## src/hdl/ccu_pkg.sv

```systemverilog
// ----------------------------------------------------------------------------
// ccu_pkg
// Shared codes, control word layout and the microcode table of the
// comparison closure update block.
// ----------------------------------------------------------------------------
package ccu_pkg;

  // Field widths fixed by the stream format (variables index a space of 16)
  localparam int VAR_W  = 4;
  localparam int CNT_W  = 5;   // holds a variable count up to 16
  localparam int REL_W  = 2;
  localparam int FUNC_W = 2;
  localparam int STAT_W = 3;

  localparam int DEF_MAX_VARS = 12;
  localparam logic [VAR_W-1:0] ACTIVE_RESET = 4'd12;

  // Item functions
  localparam logic [FUNC_W-1:0] FN_CLEAR  = 2'd0;
  localparam logic [FUNC_W-1:0] FN_RECORD = 2'd1;
  localparam logic [FUNC_W-1:0] FN_QUERY  = 2'd2;
  localparam logic [FUNC_W-1:0] FN_NONE   = 2'd3;

  // Pair relation codes, row owner versus column
  localparam logic [REL_W-1:0] REL_UNTESTED = 2'd0;
  localparam logic [REL_W-1:0] REL_GREATER  = 2'd1;
  localparam logic [REL_W-1:0] REL_LESS     = 2'd2;

  // Result status codes
  localparam logic [STAT_W-1:0] ST_RECORDED = 3'd0;
  localparam logic [STAT_W-1:0] ST_KNOWN    = 3'd1;
  localparam logic [STAT_W-1:0] ST_CONTRA   = 3'd2;
  localparam logic [STAT_W-1:0] ST_INVALID  = 3'd3;
  localparam logic [STAT_W-1:0] ST_CLEARED  = 3'd4;

  // Program steps; the step after the last one wraps to fetch
  typedef enum logic [2:0] {
    STEP_FETCH,
    STEP_DISPATCH,
    STEP_READ_B,
    STEP_LOAD_B,
    STEP_DECIDE,
    STEP_PRIME,
    STEP_SWEEP,
    STEP_RESP
  } step_t;

  typedef enum logic [1:0] {
    RD_NONE,
    RD_A,
    RD_B,
    RD_CNT
  } rd_sel_t;

  typedef enum logic [2:0] {
    COND_NEVER,
    COND_IDLE,
    COND_SHORT,
    COND_NO_CLOSE,
    COND_MORE,
    COND_STALL
  } cond_t;

  typedef struct packed {
    logic    take;      // input handshake open
    rd_sel_t rd_sel;    // row memory read address source
    logic    latch_a;   // capture row of first variable
    logic    latch_b;   // capture row of second variable
    logic    classify;  // load status for clear and invalid items
    logic    decide;    // load status, down and up sets
    logic    cnt_clr;
    logic    sweep;     // write the closed row back
    logic    respond;   // load the result register
    cond_t   cond;
    step_t   target;    // jump target when cond holds
  } ctrl_t;

  typedef struct packed {
    logic short_item;   // clear, unused function or invalid pair
    logic no_close;     // query or record that changes nothing
    logic more;         // rows left to read in the sweep
    logic out_busy;     // result register full and not taken
  } flags_t;

  // Microcode ROM
  function automatic ctrl_t ucode(step_t s);
    ctrl_t w;
    w = '0;
    w.cond   = COND_NEVER;
    w.target = STEP_FETCH;
    w.rd_sel = RD_NONE;
    unique case (s)
      STEP_FETCH: begin
        w.take   = 1'b1;
        w.cond   = COND_IDLE;
        w.target = STEP_FETCH;
      end
      STEP_DISPATCH: begin
        w.rd_sel   = RD_A;
        w.classify = 1'b1;
        w.cond     = COND_SHORT;
        w.target   = STEP_RESP;
      end
      STEP_READ_B: begin
        w.rd_sel  = RD_B;
        w.latch_a = 1'b1;
      end
      STEP_LOAD_B: begin
        w.latch_b = 1'b1;
      end
      STEP_DECIDE: begin
        w.decide  = 1'b1;
        w.cnt_clr = 1'b1;
        w.cond    = COND_NO_CLOSE;
        w.target  = STEP_RESP;
      end
      STEP_PRIME: begin
        w.rd_sel = RD_CNT;
      end
      STEP_SWEEP: begin
        w.rd_sel = RD_CNT;
        w.sweep  = 1'b1;
        w.cond   = COND_MORE;
        w.target = STEP_SWEEP;
      end
      STEP_RESP: begin
        w.respond = 1'b1;
        w.cond    = COND_STALL;
        w.target  = STEP_RESP;
      end
      default: begin
        w = '0;
      end
    endcase
    return w;
  endfunction

endpackage

```

## src/hdl/ccu_seq.sv

```systemverilog
// ----------------------------------------------------------------------------
// ccu_seq
// Step counter of the microcoded sequencer: fetches the control word and
// resolves conditional jumps.
// ----------------------------------------------------------------------------
module ccu_seq (
  input  logic           clk,
  input  logic           rst,
  input  logic           s_tvalid,
  input  ccu_pkg::flags_t flags,
  output ccu_pkg::ctrl_t  ctrl,
  output logic           s_tready
);

  ccu_pkg::step_t pc;
  ccu_pkg::step_t pc_next;
  logic           cond_hit;

  always_ff @(posedge clk) begin
    if (rst) begin
      pc <= ccu_pkg::STEP_FETCH;
    end else begin
      pc <= pc_next;
    end
  end

  always_comb begin
    ctrl     = ccu_pkg::ucode(pc);
    s_tready = ctrl.take;
  end

  always_comb begin
    unique case (ctrl.cond)
      ccu_pkg::COND_NEVER:    cond_hit = 1'b0;
      ccu_pkg::COND_IDLE:     cond_hit = !s_tvalid;
      ccu_pkg::COND_SHORT:    cond_hit = flags.short_item;
      ccu_pkg::COND_NO_CLOSE: cond_hit = flags.no_close;
      ccu_pkg::COND_MORE:     cond_hit = flags.more;
      ccu_pkg::COND_STALL:    cond_hit = flags.out_busy;
      default:                cond_hit = 1'b0;
    endcase
    // fall through to the next step, wrapping from respond to fetch
    pc_next = cond_hit ? ctrl.target : ccu_pkg::step_t'(3'(pc + 3'd1));
  end

endmodule

```

## src/hdl/ccu_dp.sv

```systemverilog
// ----------------------------------------------------------------------------
// ccu_dp
// Datapath: relation row memory, item registers, closure row update and
// the result register.
// ----------------------------------------------------------------------------
module ccu_dp #(
  parameter int MAX_VARS = ccu_pkg::DEF_MAX_VARS
) (
  input  logic                        clk,
  input  logic                        rst,
  input  ccu_pkg::ctrl_t              ctrl,
  input  logic                        s_tvalid,
  input  logic [ccu_pkg::FUNC_W-1:0]  func,
  input  logic [ccu_pkg::VAR_W-1:0]   first_var,
  input  logic [ccu_pkg::VAR_W-1:0]   second_var,
  input  logic [ccu_pkg::REL_W-1:0]   relation,
  input  logic                        cfg_we,
  input  logic [ccu_pkg::VAR_W-1:0]   cfg_wdata,
  input  logic                        m_tready,
  output logic                        m_tvalid,
  output logic [ccu_pkg::STAT_W-1:0]  status,
  output logic [ccu_pkg::REL_W-1:0]   relation_before,
  output ccu_pkg::flags_t             flags
);

  localparam int ROW_W = $clog2(MAX_VARS);

  // Row x holds x versus every column variable
  typedef logic [MAX_VARS-1:0][ccu_pkg::REL_W-1:0] row_t;

  row_t                        mem [MAX_VARS];
  logic [MAX_VARS-1:0]         row_valid;

  logic [ccu_pkg::VAR_W-1:0]   active_count;
  logic [ccu_pkg::CNT_W-1:0]   n_eff;

  logic [ccu_pkg::FUNC_W-1:0]  func_q;
  logic [ccu_pkg::VAR_W-1:0]   a_q;
  logic [ccu_pkg::VAR_W-1:0]   b_q;
  logic [ccu_pkg::REL_W-1:0]   rel_q;

  logic [ROW_W-1:0]            a_ix;
  logic [ROW_W-1:0]            b_ix;
  logic [ROW_W-1:0]            l_ix;
  logic [ROW_W-1:0]            g_ix;

  logic                        rd_en;
  logic [ROW_W-1:0]            rd_addr;
  logic [ROW_W-1:0]            rd_row;
  row_t                        rdata;
  logic                        rvalid;
  row_t                        row_old;
  row_t                        row_new;
  row_t                        row_a;
  row_t                        row_b;
  row_t                        row_l;
  row_t                        row_g;

  logic [ccu_pkg::CNT_W-1:0]   cnt;
  logic [MAX_VARS-1:0]         down;
  logic [MAX_VARS-1:0]         up;
  logic [MAX_VARS-1:0]         down_next;
  logic [MAX_VARS-1:0]         up_next;

  logic                        bad_pair;
  logic                        bad_rel;
  logic [ccu_pkg::REL_W-1:0]   prior_rel;
  logic [ccu_pkg::STAT_W-1:0]  res_status;
  logic [ccu_pkg::REL_W-1:0]   res_before;
  logic                        load_out;

  // Configuration
  always_ff @(posedge clk) begin
    if (rst) begin
      active_count <= ccu_pkg::ACTIVE_RESET;
    end else if (cfg_we) begin
      active_count <= cfg_wdata;
    end
  end

  assign n_eff = (ccu_pkg::CNT_W'(active_count) < ccu_pkg::CNT_W'(MAX_VARS)) ?
                 ccu_pkg::CNT_W'(active_count) : ccu_pkg::CNT_W'(MAX_VARS);

  // Input beat
  always_ff @(posedge clk) begin
    if (ctrl.take && s_tvalid) begin
      func_q <= func;
      a_q    <= first_var;
      b_q    <= second_var;
      rel_q  <= relation;
    end
  end

  assign a_ix = a_q[ROW_W-1:0];
  assign b_ix = b_q[ROW_W-1:0];
  assign l_ix = (rel_q == ccu_pkg::REL_LESS) ? a_ix : b_ix;
  assign g_ix = (rel_q == ccu_pkg::REL_LESS) ? b_ix : a_ix;

  assign bad_pair = (a_q == b_q) ||
                    (ccu_pkg::CNT_W'(a_q) >= n_eff) ||
                    (ccu_pkg::CNT_W'(b_q) >= n_eff);
  assign flags.short_item = (func_q == ccu_pkg::FN_CLEAR) ||
                            (func_q == ccu_pkg::FN_NONE) || bad_pair;

  // Row memory read port
  assign flags.more = ccu_pkg::CNT_W'(cnt) < n_eff;

  always_comb begin
    case (ctrl.rd_sel)
      ccu_pkg::RD_A: begin
        rd_en   = !flags.short_item;
        rd_addr = a_ix;
      end
      ccu_pkg::RD_B: begin
        rd_en   = 1'b1;
        rd_addr = b_ix;
      end
      ccu_pkg::RD_CNT: begin
        rd_en   = flags.more;
        rd_addr = cnt[ROW_W-1:0];
      end
      default: begin
        rd_en   = 1'b0;
        rd_addr = a_ix;
      end
    endcase
  end

  always_ff @(posedge clk) begin
    if (rd_en) begin
      rdata  <= mem[rd_addr];
      rvalid <= row_valid[rd_addr];
      rd_row <= rd_addr;
    end
  end

  // A row never written reads as all untested
  assign row_old = rvalid ? rdata : '0;

  always_ff @(posedge clk) begin
    if (ctrl.latch_a) begin
      row_a <= row_old;
    end
    if (ctrl.latch_b) begin
      row_b <= row_old;
    end
  end

  // Decide: outcome of the item and the closure sets
  assign prior_rel = row_a[b_ix];
  assign bad_rel = (rel_q != ccu_pkg::REL_GREATER) && (rel_q != ccu_pkg::REL_LESS);
  assign flags.no_close = (func_q == ccu_pkg::FN_QUERY) || bad_rel ||
                          (prior_rel != ccu_pkg::REL_UNTESTED);

  assign row_l = (rel_q == ccu_pkg::REL_LESS) ? row_a : row_b;
  assign row_g = (rel_q == ccu_pkg::REL_LESS) ? row_b : row_a;

  always_comb begin
    for (int x = 0; x < MAX_VARS; x++) begin
      down_next[x] = (ccu_pkg::CNT_W'(x) < n_eff) &&
                     ((ROW_W'(x) == l_ix) || (row_l[x] == ccu_pkg::REL_GREATER));
      up_next[x]   = (ccu_pkg::CNT_W'(x) < n_eff) &&
                     ((ROW_W'(x) == g_ix) || (row_g[x] == ccu_pkg::REL_LESS));
    end
  end

  always_ff @(posedge clk) begin
    if (ctrl.classify) begin
      res_status <= (func_q == ccu_pkg::FN_CLEAR) ? ccu_pkg::ST_CLEARED : ccu_pkg::ST_INVALID;
      res_before <= ccu_pkg::REL_UNTESTED;
    end else if (ctrl.decide) begin
      down <= down_next;
      up   <= up_next;
      if (func_q == ccu_pkg::FN_QUERY) begin
        res_status <= ccu_pkg::ST_KNOWN;
        res_before <= prior_rel;
      end else if (bad_rel) begin
        res_status <= ccu_pkg::ST_INVALID;
        res_before <= ccu_pkg::REL_UNTESTED;
      end else begin
        res_before <= prior_rel;
        if (prior_rel == rel_q) begin
          res_status <= ccu_pkg::ST_KNOWN;
        end else if (prior_rel != ccu_pkg::REL_UNTESTED) begin
          res_status <= ccu_pkg::ST_CONTRA;
        end else begin
          res_status <= ccu_pkg::ST_RECORDED;
        end
      end
    end
  end

  // Sweep counter: next row to read
  always_ff @(posedge clk) begin
    if (ctrl.cnt_clr) begin
      cnt <= '0;
    end else if (ctrl.rd_sel == ccu_pkg::RD_CNT && flags.more) begin
      cnt <= cnt + 1'b1;
    end
  end

  // Closed row: a pair whose members sit in both sets takes the lower
  // index as the greater one, the order in which overlapping writes land
  always_comb begin
    logic wd;
    logic wu;
    row_new = row_old;
    for (int y = 0; y < MAX_VARS; y++) begin
      wd = down[rd_row] && up[y];
      wu = up[rd_row] && down[y];
      if (ROW_W'(y) != rd_row) begin
        if (wd && wu) begin
          row_new[y] = (rd_row < ROW_W'(y)) ? ccu_pkg::REL_GREATER : ccu_pkg::REL_LESS;
        end else if (wd) begin
          row_new[y] = ccu_pkg::REL_LESS;
        end else if (wu) begin
          row_new[y] = ccu_pkg::REL_GREATER;
        end
      end
    end
  end

  always_ff @(posedge clk) begin
    if (ctrl.sweep) begin
      mem[rd_row] <= row_new;
    end
  end

  // Result register
  assign flags.out_busy = m_tvalid && !m_tready;
  assign load_out = ctrl.respond && !flags.out_busy;

  always_ff @(posedge clk) begin
    if (rst) begin
      m_tvalid  <= 1'b0;
      row_valid <= '0;
    end else begin
      if (load_out) begin
        m_tvalid <= 1'b1;
      end else if (m_tready) begin
        m_tvalid <= 1'b0;
      end
      if (load_out && func_q == ccu_pkg::FN_CLEAR) begin
        row_valid <= '0;
      end else if (ctrl.sweep) begin
        row_valid[rd_row] <= 1'b1;
      end
    end
  end

  always_ff @(posedge clk) begin
    if (load_out) begin
      status          <= res_status;
      relation_before <= res_before;
    end
  end

  a_sweep_no_collide: assert property (@(posedge clk) disable iff (rst)
    ctrl.sweep && rd_en |-> rd_addr != rd_row)
    else $error("sweep reads the row it writes");

  a_sweep_active_row: assert property (@(posedge clk) disable iff (rst)
    ctrl.sweep |-> ccu_pkg::CNT_W'(rd_row) < n_eff)
    else $error("sweep writes an inactive row");

  a_recorded_was_open: assert property (@(posedge clk) disable iff (rst)
    m_tvalid && status == ccu_pkg::ST_RECORDED |-> relation_before == ccu_pkg::REL_UNTESTED)
    else $error("recorded pair was not untested");

  a_contra_was_known: assert property (@(posedge clk) disable iff (rst)
    m_tvalid && status == ccu_pkg::ST_CONTRA |-> relation_before != ccu_pkg::REL_UNTESTED)
    else $error("contradiction on an untested pair");

endmodule

```

## src/hdl/comparison_closure_update.sv

```systemverilog
// ----------------------------------------------------------------------------
// comparison_closure_update
// Incremental transitive closure store for pairwise comparisons.
// ----------------------------------------------------------------------------
// One item is worked at a time and each gives one result beat. A clear, an
// invalid pair or an unused function goes from dispatch straight to the
// result; a query and a record that changes nothing skip the closure sweep;
// a record that closes runs the closure sweep over n rows, n being
// min(active_count, MAX_VARS); the sweep reads and writes one relation row
// per cycle through the row memory. The next input beat is taken while the
// last result still waits; the block stalls only when a second result is
// ready and the first has not been taken. Reset and clear need no sweep:
// every row has a valid bit, and a row without it reads as untested.
// ----------------------------------------------------------------------------
module comparison_closure_update #(
  parameter int MAX_VARS = ccu_pkg::DEF_MAX_VARS
) (
  input  logic        clk,
  input  logic        rst,
  input  logic        s_tvalid,
  output logic        s_tready,
  input  logic [15:0] s_tdata,   // [3:0] first_var, [7:4] second_var, [9:8] relation
  input  logic [1:0]  s_tuser,   // [1:0] func
  output logic        m_tvalid,
  input  logic        m_tready,
  output logic [7:0]  m_tdata,   // [1:0] relation_before
  output logic [2:0]  m_tuser,   // [2:0] status
  input  logic        cfg_we,
  input  logic [3:0]  cfg_wdata  // active_count
);

  ccu_pkg::ctrl_t  ctrl;
  ccu_pkg::flags_t flags;
  logic [ccu_pkg::REL_W-1:0] relation_before;

  ccu_seq u_seq (
    .clk      (clk),
    .rst      (rst),
    .s_tvalid (s_tvalid),
    .flags    (flags),
    .ctrl     (ctrl),
    .s_tready (s_tready)
  );

  ccu_dp #(
    .MAX_VARS (MAX_VARS)
  ) u_dp (
    .clk             (clk),
    .rst             (rst),
    .ctrl            (ctrl),
    .s_tvalid        (s_tvalid),
    .func            (s_tuser),
    .first_var       (s_tdata[3:0]),
    .second_var      (s_tdata[7:4]),
    .relation        (s_tdata[9:8]),
    .cfg_we          (cfg_we),
    .cfg_wdata       (cfg_wdata),
    .m_tready        (m_tready),
    .m_tvalid        (m_tvalid),
    .status          (m_tuser),
    .relation_before (relation_before),
    .flags           (flags)
  );

  assign m_tdata = {6'b0, relation_before};

endmodule

```

## config.mk

```make
export PLATFORM = sky130hd
export DESIGN_NAME = comparison_closure_update
export DESIGN_NICKNAME = d
export VERILOG_FILES = /design/src/hdl/ccu_pkg.sv /design/src/hdl/ccu_seq.sv /design/src/hdl/ccu_dp.sv /design/src/hdl/comparison_closure_update.sv
export SDC_FILE = /design/constraint.sdc
export NUM_CORES = 1
export LEC_CHECK = 0
export ABC_AREA = 1
export BUFFER_PORTS_ARGS = -buffer_cell sky130_fd_sc_hd__buf_2
export CORE_ASPECT_RATIO = 0.9
export CORE_MARGIN = 2
export CORE_UTILIZATION = 59
export CTS_BUF_LIST = sky130_fd_sc_hd__clkbuf_4 sky130_fd_sc_hd__clkbuf_8
export DETAILED_ROUTE_END_ITERATION = 16
export GPL_TIMING_DRIVEN = 0
export MAX_ROUTING_LAYER = met4
export PLACE_DENSITY = 0.77
export SETUP_SLACK_MARGIN = 0.05
export SLEW_MARGIN = 20
export SYNTH_ARGS = -nofsm -noshare
export SYNTH_HDL_FRONTEND = slang
export SYNTH_SLANG_ARGS = --single-unit
```

## constraint.sdc

```tcl
create_clock -name clk -period 3.69 [get_ports clk]
set_input_delay 0.369 -clock clk [delete_from_list [all_inputs] [get_ports clk]]
set_output_delay 0.369 -clock clk [all_outputs]
set_load 0.01 [all_outputs]
```

# After elaboration in Yosys (flattened, before gate mapping)
# Memories as Yosys holds them, arrays and structs flattened. A register that Yosys moved wholly into a read port is not among the register bits.
# Index checks and enable logic that the tools add are counted.
# word_totals
mem_count	1
ramBits	288
latchBits	0
word_cells	371
register_bits	124
romBits	0
input_bits	27
output_inout_bits	13
# memory_table
memory	words	word_bits	read_ports	rd_clocked_by_memory_dff	write_ports	line	rtl
u_dp.mem	12	24	1	1	1	ccu_dp.sv:31	row_t mem [MAX_VARS];
# classes
bitwise	2
shifts	0
order_cmp	32
muxes	102
multipliers	0
div	0
reduce_logical	112
n_addsub	2
eq_ne	79
# op_table
cell	n
two-way mux 2 bit	65
two-way mux 24 bit	3
logical AND 1 bit	67
== test 2 bit (second input constant)	17
== test 3 x 4 -> 1 bit (first input constant)	8
== test 4 bit (first input constant)	8
logical OR 1 bit	30
one-hot mux 6 bit (5 select lines)	1
== test 2 x 1 -> 1 bit (second input constant)	13
two-way mux 3 bit	7
less-than comparator 3 x 5 -> 1 bit (first input constant)	4
less-than comparator 4 bit (second input constant)	5
less-than comparator 4 x 5 -> 1 bit (first input constant)	4
== test 3 bit (second input constant)	6
== test 2 x 4 -> 1 bit (first input constant)	4
less-than comparator 4 x 3 -> 1 bit (second input constant)	4
!= test 3 x 4 -> 1 bit (first input constant)	4
!= test 4 bit (first input constant)	4
less-than comparator 4 x 5 -> 1 bit (second input constant)	3
two-way mux 1 bit	14
binary-select mux 1 bit (select 4 bit)	3
== test 3 x 2 -> 1 bit (second input constant)	4
two-way mux 4 bit	3
OR 12 bit	1
32 further kinds	47

# Logic depth before layout (Yosys ltp)
# depth
depth_word	9
ltp_mapped	17
ltp_nobuf	17

# Hierarchy
# A second synthesis with hierarchy kept.
# hier_totals
hier_cells	1780
area_unflattened_um2	19422.4
# modules_own_cells
module	instances	cells_per_inst	area_per_inst_um2
ccu_dp	1	1701	18879.4
ccu_seq	1	72	494.2
comparison_closure_update	1	7	48.8

# Least setup slack after synthesis
# OpenSTA, ideal clock, no wires.
# synth_timing
kind	register to register
startpoint	register u_seq.pc[0]
endpoint	register u_dp.rdata[3] (netlist bit) (read register of u_dp.mem) (data pin)
synth_period_minus_slack_ns	2.754
setup_time_ns	0.254
n_path_buf	2
path_slack_ns	0.936
arrival_ns	2.500
path_stages_with_launch	16
path_cell_list	dfxtp_1 > inv_1 > ha_1 > inv_1 > nor2_2 > nand2_2 > inv_2 > nand2_1 > nand3_4 > inv_2 > buf_6 > buf_4 > o211ai_1 > nand3_1 > nand3_1 > nand2_1
# synth_between
elab_chain_cells	5
# synth_rtl
element	line	rtl
start, declared	ccu_seq.sv:15	ccu_pkg::step_t pc;
start signal, assigned	ccu_seq.sv:21	pc <= ccu_pkg::STEP_FETCH;
start signal, assigned	ccu_seq.sv:23	pc <= pc_next;
== test 3 bit	ccu_pkg.sv:92	unique case (s)
OR reduction 2 bit (no line)	--	
one-hot mux 2 bit (3 select lines) *	ccu_pkg.sv:92	
== test 2 bit or == test 2 x 1 -> 1 bit (tied branches)	ccu_dp.sv:109	case (ctrl.rd_sel)
one-hot mux 1 bit (3 select lines) or one-hot mux 4 bit (2 select lines) (tied branches)	ccu_dp.sv:109	
end, declared	ccu_dp.sv:50	row_t rdata;
# Mark *: on every way between the ends. The rest lies on a longest branch, timed or not.
# A chain may end at the register's enable or synchronous reset.

# Worst setup path in the final report
# layout_timing
startpoint	register u_seq.pc[0]
endpoint	register u_dp.rdata[7] (netlist bit) (read register of u_dp.mem) (data pin)
# The elaborated chain is that of the path after synthesis.

==> results.cfg <==
[critical_path]
crit_fanout = 13
path_class = register to register
worst_ep_required_time_ps = 4050
rr_startpoint = u_seq.pc[0]$_SDFF_PP0_
arrival_ps = 3730
critical_path.endpoint = u_dp.rdata[7]$_DFFE_PP_
start_kind = register
end_kind = register
worst-r2r-setup-slack_ps = 320
r2r_end = u_dp.rdata[7]$_DFFE_PP_
startpoint = u_seq.pc[0]$_SDFF_PP0_
rr_worst_depth = 14

[cts]
ctsHtreeMaxLevel = 3
worstSkewPairLatency_ps = 620
cts_buffers = 69
root_buffer = clkbuf_8
cts.sinks = 436
ctsResizeCount = 0
tritoncts = done
clk_pin_slew_ps = 60
cts_buffer_depth = 3

[timing]
period_share_pct = 91.42
final-hold-violation-count = 0
setup_violations = 0
setup_ws_ps = 316.5
layout_min_cycle_time_ps = 3374
max_freq_mhz = 296.4
tightest_slew_ps = 1158
slew_viol_final = 0
slew_headroom_pct = 22.80
rsz0062_at_grt = false
worst_clock_skew_ps = 34.98

[placed_design]
finalWeightedCongestion = 0.9840
port_buffers = 27
place_inst = 2179
dp_hpwl_mm = 33.82
dp_slack_ps = 152.4

[drt]
routed_via_density = 6.015
wl_per_cell_um = 21.60
first_pass_iters = 6
routed_wl_mm = 50.15
ant_nets = 0
dr_total_vias = 13970
drc_errors = 0
initialDrtViolationCount = 1572

[pwr]
p_leak_nw = 8.302
ir_drop_v = 0.0004611
p_per_area_nw_per_um2 = 833.7

[yosys]
ys_seq_elements = 436
synthFlopType = edfxtp_1
async_flop_share_pct = 0
yosysTopAreaCell = edfxtp_1
netlist_area_um2 = 19190
syn-instance-count = 1719
synth_area_leaders = edfxtp_1 (64%), nand2_1 (5.0%), o21ai_0 (4.2%)
synth_edf_count = 409
synth.distinct_cells = 43
avgSynthCellArea_um2 = 11.16
synth.top_cell.area_share_pct = 64.00
yosys_warnings = 0
yosysSeqAreaShare_pct = 66.82

[final_layout]
instances_no_fill = 2322
fin_nets = 1899
antennaDiodeCount = 0
syn2layout_area_growth_pct = 13.93
most-common-layout-cells = edfxtp_1 (409), nand2_1 (257), inv_1 (201)
finish.utilization_pct = 68.41
final_common_cell = edfxtp_1
drive_gt1_share_pct = 14.74

[die]
start_util_pct = 60.04
die_x_um = 194.1
die_h_um = 175.1
die-area_um2 = 33990
core_um2 = 31960
io_pins = 40
rows = 62

[global_route]
antenna_found_initial = 0
grt_pass1_wl_mm = 75.76
grt_max_degree = 30
grt_pass1_vias = 13690
grt_overflow_total = 0
grt_util_all_layers_pct = 30.36

[run_status]
outcome = complete, no violations

[worst_hold_path]
hold_class = primary input to register

[flow_run]
maxCapViolations = 0
## report_power, final
group	switching, mW	internal (mW)	leakage [nW]	total (mW)
registers	0.275	6.94	3.96	7.22
logic	4.95	1.81	3.59	6.76
clock network	1.90	2.35	0.755	4.25
## worst max-delay path: stages, from the launching register on
cell,delay (ps)
dfxtp_1,330
inv_1,110
ha_1,250
inv_1,140
nor2_4,390
nand2_2,160
inv_2,100
a22oi_1,70
o21a_1,190
buf_4,210
inv_2,140
clkbuf_1,580
nand3_1,190
nand3_1,180
nand2_1,70
## synth_stat cells (3+ instances only)
cell type	count
edfxtp_1	409
nand2_1	257
inv_1	202
o21ai_0	160
nor2_1	134
nand3_1	82
o211ai_1	78
a21oi_1	64
or2_2	34
clkbuf_1	30
o22ai_1	28
dfxtp_1	27
o21ai_1	25
buf_4	22
nor3_1	21
buf_2	20
ha_1	20
a31oi_1	19
a22oi_1	17
or2_0	10
o21ba_2	7
buf_6	6
inv_2	6
nand2_2	5
or2_1	5
a32oi_1	4
nand3b_1	4
clkbuf_2	3
## flip-flops by register name (all words and copies together), names as in the netlist, 3 cells and up
signal,flops
u_dp.cnt,5
u_dp.row_b,24
u_dp.row_a,24
u_dp.down,12
u_dp.row_valid,12
u_dp.mem,288
u_dp.up,12
u_dp.status,3
u_dp.res_status,3
u_dp.b_ix,4
u_dp.a_ix,4
u_dp.rd_row,4
u_dp.active_count,4
u_dp.rdata,24
u_seq.pc,3
## area by class of cell
| cell class | instances | area [um^2] |
|---|---|---|
| plain buffers | 82 | 465.4 |
| inverters | 209 | 784.5 |
| multi-input cells | 998 | 5255 |
| clock inverters | 29 | 261.5 |
| well taps | 416 | 520.5 |
| fillers | 2277 | 10100 |
| repair buffers | 56 | 583.1 |
| flip-flops and latches | 436 | 12820 |
| clock buffers | 96 | 1171 |
## metal layers
| metal | vias to the layer above | wire length [um] | share of wire [%] | global-route usage, % |
|---|---|---|---|---|
| li1 | 6316 | - | - | - |
| met2 | 836 | 23450 | 47 | 47.84 |
| met5 | - | 0 | 0 | - |
| met3 | 159 | 5027 | 10 | 5.038 |
| met4 | 0 | 2243 | 4.5 | 14.11 |
| met1 | 6655 | 19430 | 39 | 39.03 |
## kinds of logic after synthesis
logic type      synth area share (%)
other cells                  0.01954
buf+inv                        6.507
flops                          66.82
fa+ha+maj                      1.304
simple gates                   12.59
compound gates                 12.67
xor+xnor                     0.09130
## metrics by stage
stage	area (um^2)	setup TNS, ps	power (mW)	hold WS (ps)
floorplan	19210	0	11.38	400.3
global placement	19860	-19280	13.49	404.1
detailed placement	20240	0	13.77	407.1
CTS	21820	0	18.03	12.96
global route	21860	0	19.12	41.67
finish	21860	0	18.23	35.77
## worst min-delay path by stage
stage	from	end	slack, ps	cells after the start
detailed placement	u_dp.res_status[1]$_DFFE_PN_	u_dp.status[1]$_DFFE_PP_	410	0
finish	cfg_we	u_dp.active_count[2]$_SDFFE_PP1P_	40	2
global route	cfg_we	u_dp.active_count[2]$_SDFFE_PP1P_	40	2
CTS	cfg_we	u_dp.active_count[2]$_SDFFE_PP1P_	10	2
floorplan	u_dp.res_status[0]$_DFFE_PN_	u_dp.status[0]$_DFFE_PP_	400	0
global placement	u_dp.res_status[1]$_DFFE_PN_	u_dp.status[1]$_DFFE_PP_	400	0
## what timing repair did
| item | CTS | global route |
|---|---|---|
| setup endpoints to repair | 0 | 15 |
| hold endpoints to repair | 15 | 0 |
| setup buffers | 0 | 0 |
| hold buffers | 15 | 0 |
(Power assumes the default switching activity.)
